===== src/rtl/rekq_pkg.sv =====
// shared types and constants for the rotary knob qualifier
`default_nettype none

package rekq_pkg;

    // default number of knobs and register reset values
    localparam int NUM_KNOBS_DEFAULT = 2;
    localparam logic [15:0] DEBOUNCE_RESET = 16'd50;
    localparam logic [7:0] DETENT_RESET = 8'd4;

    // configuration port geometry
    localparam int CFG_INDEX_W = 2;
    localparam int CFG_DATA_W = 16;
    localparam logic [CFG_INDEX_W-1:0] CFG_DEBOUNCE_MS = 2'd0;
    localparam logic [CFG_INDEX_W-1:0] CFG_COUNTS_PER_DETENT = 2'd1;

    // item operation codes
    typedef enum logic [1:0] {
        OP_LATCH    = 2'd0,
        OP_UPDATE   = 2'd1,
        OP_READ_DIR = 2'd2,
        OP_READ_BTN = 2'd3
    } op_t;

    // direction result codes
    typedef enum logic [1:0] {
        DIR_NONE = 2'd0,
        DIR_CW   = 2'd1,
        DIR_CCW  = 2'd2
    } dir_t;

    // input beat
    typedef struct packed {
        op_t         operation;
        logic        encoder_id;
        logic [15:0] counter_value;
        logic        button_level;
        logic [31:0] now_ms;
    } item_t;

    // result beat
    typedef struct packed {
        dir_t direction;
        logic button_pressed;
    } result_t;

    // configuration registers as seen by each knob
    typedef struct packed {
        logic [15:0] debounce_ms;
        logic [7:0]  counts_per_detent;
    } cfg_t;

endpackage

`default_nettype wire


===== src/rtl/rotary_encoder_knob_qualifier.sv =====
// top level: input register, knob bank, result register and config registers
//
//  channel  direction  handshake              payload
//  item     in         item_valid/item_stall  item (operation, knob, counter, button, time)
//  result   out        result_valid/result_stall  result (direction, button_pressed)
//  config   in         cfg_write              cfg_index, cfg_data
//
// one beat is accepted per cycle while item_stall is low; it passes through the input
// register, then the result register, before its result is valid
// knob state is read, updated and written back between the two registers, at the edge
// that loads the result register, so consecutive beats on a knob see each other's effect
// item_stall rises only while a beat waits and the result register is held
// reset puts every knob at baseline 0, accumulator 0, button released, no press
`default_nettype none

module rotary_encoder_knob_qualifier #(
    parameter int NUM_KNOBS = rekq_pkg::NUM_KNOBS_DEFAULT
) (
    input  wire logic                              clk,
    input  wire logic                              rst_n,
    input  wire logic                              item_valid,
    output logic                                   item_stall,
    input  wire rekq_pkg::item_t                   item,
    output logic                                   result_valid,
    input  wire logic                              result_stall,
    output rekq_pkg::result_t                      result,
    input  wire logic                              cfg_write,
    input  wire logic [rekq_pkg::CFG_INDEX_W-1:0]  cfg_index,
    input  wire logic [rekq_pkg::CFG_DATA_W-1:0]   cfg_data
);

    rekq_pkg::item_t   item_reg;
    logic              item_valid_reg;
    logic              item_valid_next;
    rekq_pkg::result_t result_reg;
    rekq_pkg::result_t result_next;
    logic              result_valid_reg;
    logic              result_valid_next;
    rekq_pkg::cfg_t    cfg_reg;
    rekq_pkg::cfg_t    cfg_next;
    logic              advance;
    logic [NUM_KNOBS-1:0] knob_sel;
    rekq_pkg::result_t knob_result [NUM_KNOBS];

    // a held beat moves on when the result register is empty or being taken
    assign advance = item_valid_reg && (!result_valid_reg || !result_stall);
    assign item_stall = item_valid_reg && !advance;
    assign result_valid = result_valid_reg;
    assign result = result_reg;

    // configuration registers
    always_comb
    begin
        cfg_next = cfg_reg;
        if (cfg_write)
        begin
            if (cfg_index == rekq_pkg::CFG_DEBOUNCE_MS)
            begin
                cfg_next.debounce_ms = cfg_data;
            end
            else if (cfg_index == rekq_pkg::CFG_COUNTS_PER_DETENT)
            begin
                cfg_next.counts_per_detent = cfg_data[7:0];
            end
        end
    end

    // knob bank, one instance per knob
    genvar k;
    generate
        for (k = 0; k < NUM_KNOBS; k++)
        begin : g_knob
            assign knob_sel[k] = advance && (int'(item_reg.encoder_id) == k);
            rekq_knob u_knob (
                .clk    (clk),
                .rst_n  (rst_n),
                .sel    (knob_sel[k]),
                .item   (item_reg),
                .cfg    (cfg_reg),
                .result (knob_result[k])
            );
        end
    endgenerate

    // merge knob results, unselected knobs answer zero
    always_comb
    begin
        logic [2:0] merged;
        merged = 3'd0;
        for (int i = 0; i < NUM_KNOBS; i++)
        begin
            merged = merged | knob_result[i];
        end
        result_next = result_reg;
        if (advance)
        begin
            result_next = rekq_pkg::result_t'(merged);
        end
    end

    // handshake next state
    always_comb
    begin
        item_valid_next = item_stall ? item_valid_reg : item_valid;
        if (advance)
        begin
            result_valid_next = 1'b1;
        end
        else
        begin
            result_valid_next = result_valid_reg && result_stall;
        end
    end

    // control registers
    always_ff @(posedge clk or negedge rst_n)
    begin
        if (!rst_n)
        begin
            item_valid_reg <= 1'b0;
            result_valid_reg <= 1'b0;
            cfg_reg <= '{debounce_ms: rekq_pkg::DEBOUNCE_RESET,
                         counts_per_detent: rekq_pkg::DETENT_RESET};
        end
        else
        begin
            item_valid_reg <= item_valid_next;
            result_valid_reg <= result_valid_next;
            cfg_reg <= cfg_next;
        end
    end

    // payload registers
    always_ff @(posedge clk)
    begin
        if (!item_stall)
        begin
            item_reg <= item;
        end
        result_reg <= result_next;
    end

    // at most one knob takes a beat
    a_one_knob: assert property (@(posedge clk) disable iff (!rst_n)
        $onehot0(knob_sel))
        else $error("more than one knob selected");

    // a result never carries both a direction and a press
    a_one_field: assert property (@(posedge clk) disable iff (!rst_n)
        result_valid_reg |-> (result_reg.direction == rekq_pkg::DIR_NONE
                              || !result_reg.button_pressed))
        else $error("result carries direction and press together");

    // input side stalls only behind a held result
    a_stall_cause: assert property (@(posedge clk) disable iff (!rst_n)
        item_stall |-> (item_valid_reg && result_valid_reg && result_stall))
        else $error("input stalled without a held result");

    // a processed beat always lands in the result register
    a_advance_lands: assert property (@(posedge clk) disable iff (!rst_n)
        advance |=> result_valid_reg)
        else $error("processed beat lost");

endmodule

`default_nettype wire


===== src/rtl/rekq_knob.sv =====
// one knob: counter baseline, step accumulator, button debounce and press flag
`default_nettype none

module rekq_knob (
    input  wire logic           clk,
    input  wire logic           rst_n,
    input  wire logic           sel,
    input  wire rekq_pkg::item_t item,
    input  wire rekq_pkg::cfg_t  cfg,
    output rekq_pkg::result_t    result
);

    logic [15:0] last_count_reg;
    logic [15:0] last_count_next;
    logic [15:0] step_accum_reg;
    logic [15:0] step_accum_next;
    logic        stable_level_reg;
    logic        stable_level_next;
    logic        press_pending_reg;
    logic        press_pending_next;
    logic [31:0] last_change_ms_reg;
    logic [31:0] last_change_ms_next;

    logic [15:0]        diff;
    logic signed [16:0] acc_sum;
    logic [15:0]        acc_sat;
    logic [7:0]         detent;
    logic signed [16:0] acc_ext;
    logic signed [16:0] det_ext;
    logic signed [16:0] acc_plus_det;
    logic signed [16:0] acc_minus_det;
    logic               dir_cw;
    logic               dir_ccw;
    logic [31:0]        elapsed;
    logic               level_ok;

    // counter difference and saturating accumulate
    always_comb
    begin
        diff = item.counter_value - last_count_reg;
        acc_sum = $signed({step_accum_reg[15], step_accum_reg})
                + $signed({diff[15], diff});
        if (acc_sum[16] != acc_sum[15])
        begin
            acc_sat = acc_sum[16] ? 16'h8000 : 16'h7fff;
        end
        else
        begin
            acc_sat = acc_sum[15:0];
        end
    end

    // detent compare, zero detent size acts as one
    always_comb
    begin
        detent = (cfg.counts_per_detent == 8'd0) ? 8'd1 : cfg.counts_per_detent;
        acc_ext = $signed({step_accum_reg[15], step_accum_reg});
        det_ext = $signed({9'd0, detent});
        acc_plus_det = acc_ext + det_ext;
        acc_minus_det = acc_ext - det_ext;
        dir_cw = (acc_ext >= det_ext);
        dir_ccw = (acc_plus_det <= 17'sd0);
    end

    // wrap-safe debounce window
    always_comb
    begin
        elapsed = item.now_ms - last_change_ms_reg;
        level_ok = (item.button_level != stable_level_reg)
                && (elapsed > {16'd0, cfg.debounce_ms});
    end

    // state update and result for a selected beat
    always_comb
    begin
        last_count_next = last_count_reg;
        step_accum_next = step_accum_reg;
        stable_level_next = stable_level_reg;
        press_pending_next = press_pending_reg;
        last_change_ms_next = last_change_ms_reg;
        result = '{direction: rekq_pkg::DIR_NONE, button_pressed: 1'b0};
        if (sel)
        begin
            unique case (item.operation)
                rekq_pkg::OP_LATCH:
                begin
                    last_count_next = item.counter_value;
                end
                rekq_pkg::OP_UPDATE:
                begin
                    if (diff != 16'd0)
                    begin
                        step_accum_next = acc_sat;
                        last_count_next = item.counter_value;
                    end
                    if (level_ok)
                    begin
                        stable_level_next = item.button_level;
                        last_change_ms_next = item.now_ms;
                        if (!item.button_level)
                        begin
                            press_pending_next = 1'b1;
                        end
                    end
                end
                rekq_pkg::OP_READ_DIR:
                begin
                    priority if (dir_cw)
                    begin
                        step_accum_next = acc_minus_det[15:0];
                        result.direction = rekq_pkg::DIR_CW;
                    end
                    else if (dir_ccw)
                    begin
                        step_accum_next = acc_plus_det[15:0];
                        result.direction = rekq_pkg::DIR_CCW;
                    end
                    else
                    begin
                        step_accum_next = step_accum_reg;
                    end
                end
                rekq_pkg::OP_READ_BTN:
                begin
                    press_pending_next = 1'b0;
                    result.button_pressed = press_pending_reg;
                end
                default:
                begin
                    last_count_next = last_count_reg;
                end
            endcase
        end
    end

    // knob state
    always_ff @(posedge clk or negedge rst_n)
    begin
        if (!rst_n)
        begin
            last_count_reg <= 16'd0;
            step_accum_reg <= 16'd0;
            stable_level_reg <= 1'b1;
            press_pending_reg <= 1'b0;
            last_change_ms_reg <= 32'd0;
        end
        else
        begin
            last_count_reg <= last_count_next;
            step_accum_reg <= step_accum_next;
            stable_level_reg <= stable_level_next;
            press_pending_reg <= press_pending_next;
            last_change_ms_reg <= last_change_ms_next;
        end
    end

endmodule

`default_nettype wire


===== config.mk =====
export PLATFORM = sky130hd
export DESIGN_NAME = rotary_encoder_knob_qualifier
export DESIGN_NICKNAME = d
export VERILOG_FILES = /design/src/rtl/rekq_pkg.sv /design/src/rtl/rotary_encoder_knob_qualifier.sv /design/src/rtl/rekq_knob.sv
export SDC_FILE = /design/constraint.sdc
export NUM_CORES = 1
export LEC_CHECK = 0
export CAP_MARGIN = 10
export CORE_MARGIN = 8
export CORE_UTILIZATION = 45
export CTS_CLUSTER_SIZE = 8
export DETAILED_ROUTE_END_ITERATION = 10
export DONT_BUFFER_PORTS = 1
export PLACE_DENSITY_LB_ADDON = 0.25
export SKIP_LAST_GASP = 1
export SYNTH_ARGS = -nofsm -noshare
export SYNTH_HDL_FRONTEND = slang
export SYNTH_SLANG_ARGS = --single-unit

===== constraint.sdc =====
create_clock -name clk -period 5.1 [get_ports clk]
set_input_delay 0.51 -clock clk [delete_from_list [all_inputs] [get_ports clk]]
set_output_delay 0.51 -clock clk [all_outputs]
set_load 0.005 [all_outputs]

; ---- Yosys cells after proc, flatten, opt, wreduce, memory -nomap -nowiden
; Cells that the tools add are included.
[totals]
register_bits = 213
latch_bits = 0
ram_bits = 0
mem_bits_ro = 0
in_bits = 75
out_inout_bits = 5
wordCells = 117
n_memories = 0
[classes]
n_addsub = 10
multipliers = 0
div_mod_pow = 0
order_cmp = 6
eq_ne = 15
shifts = 0
muxes = 33
n_bitwise = 3
n_reduce_logical = 29
[ops]
columns = op, count
row1 = two-way mux 16 bit, 12
row2 = case mux 16 bit (2 select lines), 4
row3 = > comparator 32 x 16 -> 1 bit, 2
row4 = subtractor 32 bit, 2
row5 = adder 16 x 16 -> 17 bit, 2
row6 = adder 16 x 9 -> 17 bit, 2
row7 = <= comparator 17 x 1 -> 1 bit (second input constant), 2
row8 = >= comparator 16 x 9 -> 1 bit, 2
row9 = nonzero test 16 bit, 2
row10 = subtractor 16 bit, 2
row11 = subtractor 16 x 9 -> 16 bit, 2
row12 = AND reduction 4 bit, 4
row13 = AND reduction 3 bit, 5
row14 = two-way mux 2 bit, 6
row15 = zero test 8 bit, 1
row16 = two-way mux 8 bit, 1
row17 = != test 2 x 1 -> 1 bit (second input constant), 4
row18 = logical AND 1 bit, 7
row19 = two-way mux 1 bit, 6
row20 = two-way mux 3 bit, 2
row21 = != test 3 x 1 -> 1 bit (second input constant), 2
row22 = nonzero test 2 bit, 3
row23 = equality test 2 x 1 -> 1 bit (second input constant), 2
row24 = equality test 2 bit (second input constant), 2
row25 = 9 further kinds, 17

; ---- Depth between registers and ports, before layout
[depth]
depth_word = 9
ltp_mapped = 23
mapped_depth_nobuf = 22

; ---- By module
; Synthesis repeated with hierarchy kept, for this count alone.
[hier_totals]
cells_unflattened = 2135
area_unflattened_um2 = 18954.4
[modules_own_cells]
columns = module, n_inst, cells_each, area_each_um2, seq_area_each_um2
row1 = rekq_knob at g_knob[0].u_knob, 1, 1064, 8456.9, 1652.8
row2 = rekq_knob at g_knob[1].u_knob, 1, 952, 7817.5, 1652.8
row3 = rotary_encoder_knob_qualifier, 1, 119, 2680.1, 2307.2

; ---- Worst setup path after synthesis
; OpenSTA, ideal clock, no wires.
[synth_path]
path_type = register to register
startpoint = reg item_reg[0] in the netlist's numbering
endpoint = reg g_knob[1].u_knob.last_change_ms_reg[22]
setup_time_ns = 0.125
arrival_time_ns = 5.008
required_ns = 4.975
slack_ns = -0.033
stages_incl_launch_ff = 22
n_path_buf = 1
period_less_slack_ns = 5.133
cell_sequence = edfxtp_1 > inv_1 > ha_1 > fa_1 > nand2b_1 > a21o_1 > a311oi_1 > o21a_1 > nor2_1 > xnor2_1 > ha_1 > and3_1 > a221o_1 > a21o_1 > a221oi_1 > o22ai_1 > or4_1 > nor4_1 > nand4_1 > nand4_1 > buf_2 > mux2_2
[synth_via]
elab_chain_len = 4
[synth_rtl]
columns = element, line
row1 = start: declaration, rotary_encoder_knob_qualifier.sv:32  ; rekq_pkg::item_t item_reg;
row2 = start signal: assignment, rotary_encoder_knob_qualifier.sv:138  ; item_reg <= item;
row3 = subtractor 32 bit, rekq_knob.sv:68  ; elapsed = item.now_ms - last_change_ms_reg;
row4 = > comparator 32 x 16 -> 1 bit, rekq_knob.sv:70  ; && (elapsed > {16'd0, cfg.debounce_ms});
row5 = logical AND 1 bit, rekq_knob.sv:70
row6 = AND reduction 3 bit (no line), -
row7 = end signal: assignment, rekq_knob.sv:153  ; last_change_ms_reg <= last_change_ms_next;
row8 = end: declaration, rekq_knob.sv:21  ; logic [31:0] last_change_ms_reg;
; No other way between the ends.
; A chain may end at the register's enable or synchronous reset.

; ---- Worst setup path after layout
[layout_path]
startpoint = reg g_knob[1].u_knob.last_change_ms_reg[0]
endpoint = reg g_knob[1].u_knob.last_change_ms_reg[30]
[layout_via]
elab_chain_len = 4
[layout_rtl]
columns = element, line
row1 = subtractor 32 bit, rekq_knob.sv:68
row2 = > comparator 32 x 16 -> 1 bit, rekq_knob.sv:70
row3 = logical AND 1 bit, rekq_knob.sv:70
row4 = AND reduction 3 bit (no line), -
; No other way between the ends.

==> flow_summary.yaml <==
run_status:
  outcome: "complete, but fails checks"
  violations: "negative setup slack"
timing:
  worst_slew_pin_slew_ns: 1.31
  period_share_pct: 101
  whs_ns: 0.0131
  slew_headroom_pct: 12.8
  setup_ws_ns: -0.0331
  fmax_mhz: 195
  finClkSkew_ns: 0.0379
  rsz0062_at_grt: "yes"
  final_max_slew_viol_count: 0
  setup_viol: 23
  setup_tns_ns: -0.435
  timing.final.crit_period_ns: 5.13
  finalHoldViolCount: 0
floorplanning:
  dieArea_um2: 48700
  row_count: 75
  die_h_um: 221
  die_x_um: 221
  num_io_pins: 80
  initial_core_util_pct: 45.2
  core_area_um2: 41700
drt:
  drt-pass1-iter-count: 5
  viasPerCell: 5.98
  drtIter0Drc: 977
  ant_nets: 0
  via_count: 16110
  routed_wl_um: 52600
  wire_per_inst_um: 19.5
  route.detailed.drc: 0
logic_synthesis:
  synth_edf_count: 55
  synth_top_area_cell: "dfrtp_1"
  synthTopCellsByArea: "dfrtp_1, ha_1, edfxtp_1"
  syn-num-nets: 2392
  yosysSeqAreaShare_pct: 29.8
  synth.cell_area_um2: 18800
  syn-instance-count: 2115
  yosys-top-cells-count: "ha_1, inv_1, dfrtp_1, nand2_1, a21oi_1"
  synthFlopType: "dfrtp_1"
  synth.most_common_cell: "ha_1"
  yosys.cell_types.count: 94
  synth_top_area_share_pct: 20.2
  ys_async_sr_fraction_pct: 74.2
  postSynthAreaPerCell_um2: 8.91
  ys_warn_count: 0
  ys_seq_elements: 213
layout:
  drive_gt1_share_pct: 13.4
  nets: 2408
  largest_reg_flops: 64
  syn_to_final_growth_pct: 11.7
  diodes: 0
  finish.utilization_pct: 50.5
setup_path:
  crit_required_ns: 5.50
  critPathKind: "flop to flop"
  cp-start-kind: "flop"
  worstPathArrival_ns: 5.53
  endpoint_kind: "flop"
  critical_path_peak_fanout: 8
power_and_ir_drop:
  total_leakage_power_nw: 9.10
  p_per_area_nw_per_um2: 776
  vdd_drop_max_uv: 396
  p_total_mw: 16.3
clock_network:
  cts_tree: "yes"
  clk-insertion-delay-late_ns: 0.55
  root_buffer: "clkbuf_16"
  cts_buffers: 34
  cts_buffer_depth: 3
  cts_htree_levels: 2
  cts.sinks: 213
  path_clk_slew_ns: 0.05
placement:
  port_buffers: 0
  place_congestion: 0.884
  post-dp-hpwl_um: 40000
global_route:
  grt_max_degree: 159
  grt_first_pass_wirelength_um: 83200
  overflow: 0
  grtUsageTotal_pct: 21.2
  grt_antenna_before_repair: 0
  grt_pass1_vias: 16226
worst_hold_path:
  hold_class: "primary input to async pin"
run:
  cap_violations: 0
stage by stage:
stage | instances | cell area [um^2] | setup slack [ns]
global placement | 2623 | 19600 | 0.0260
CTS | 2686 | 20700 | -0.00160
global route | 2694 | 21000 | -0.257
finish | 2694 | 21000 | -0.0331
floorplan | 2115 | 18900 | 0.130
detailed placement | 2623 | 19600 | 0.00818
worst paths after layout:
kind	startpoint	endpoint	slack, ns	cells after the start
max	g_knob[1].u_knob.last_change_ms_reg[0]$_DFFE_PN0P_	g_knob[1].u_knob.last_change_ms_reg[30]$_DFFE_PN0P_	-0.03	21
min	rst_n	g_knob[1].u_knob.step_accum_reg[15]$_DFFE_PN0P_	0.01	1
max reg2reg	g_knob[1].u_knob.last_change_ms_reg[0]$_DFFE_PN0P_	g_knob[1].u_knob.last_change_ms_reg[30]$_DFFE_PN0P_	-0.03	21
min reg2reg	g_knob[0].u_knob.last_count_reg[7]$_DFFE_PN0P_	g_knob[0].u_knob.last_count_reg[7]$_DFFE_PN0P_	0.49	1
max in group asynchronous	rst_n	result_valid$_DFF_PN0_	4.49	1
min in group clk	item[26]	item_reg[26]$_DFFE_PN_	0.05	0
cells by family after synthesis:
logic type	after synthesis	share of synthesized area (%)
buf+inv	257	5.28
xor+xnor	115	5.34
fa+ha+maj	205	14.0
simple gates	584	15.6
mux	141	8.38
compound gates	600	21.6
flops	213	29.8
repair_timing:
action	CTS	global route
pin swaps	3	16
gates cloned	1	3
setup buffers	1	5
hold buffers	1	0
gates resized for setup	3	53
setup endpoints to repair	31	93
hold endpoints to repair	158	0
worst max-delay path, cell delays in order, from the launching register on:
cell and delay, ns:
dfrtp_1 0.41, ha_4 0.18, fa_2 0.39, nand2b_4 0.15, a21o_1 0.21, a311oi_2 0.27
o21a_1 0.17, nor2_1 0.05, xnor2_1 0.18, ha_1 0.27, and3_4 0.19, a221o_1 0.30
a21o_1 0.16, a221oi_2 0.24, o22ai_1 0.14, or4_1 0.56, nor4_2 0.15, nand4_1 0.13
nand4_1 0.18, buf_12 0.16, buf_12 0.16, mux2_4 0.31
layout by cell type (no fill, tap or decap), drive strengths merged, types with 27 or more instances in the layout:
master | Yosys | layout
ha | 192 | 192
inv | 177 | 178
dfrtp | 152 | 152
nand2 | 152 | 152
a21oi | 139 | 139
o21ai | 130 | 130
nor2 | 126 | 126
mux2 | 122 | 122
xnor2 | 77 | 77
clkbuf | 61 | 60
edfxtp | 55 | 55
buf | 17 | 55
nor3 | 48 | 48
nand3 | 43 | 43
a21o | 42 | 42
xor2 | 38 | 38
a211oi | 34 | 34
nand4 | 27 | 27
and3 | 27 | 27
per-layer routing:
metal / vias up / wire length [um] / track usage, %
met5: - / 0 / 0
met4: 0 / 2150 / 8.58
met3: 119 / 1600 / 2.57
met2: 320 / 26800 / 38.8
met1: 7820 / 22000 / 24.9
li1: 7851 / - / -
power breakdown:
part	internal [mW]	switching (mW)
clock network	1.30	0.828
registers	2.31	0.546
logic	4.94	6.41
layout make-up:
class	instances	area, um^2
Clock inverter	3	41.3
Sequential cell	213	5610
Tap cell	539	674
Multi-Input combinational cell	1645	12500
Fill cell	3954	20600
Clock buffer	57	977
Inverter	179	672
Timing Repair Buffer	58	566
Note: power is estimated with default switching activity, not from simulation.
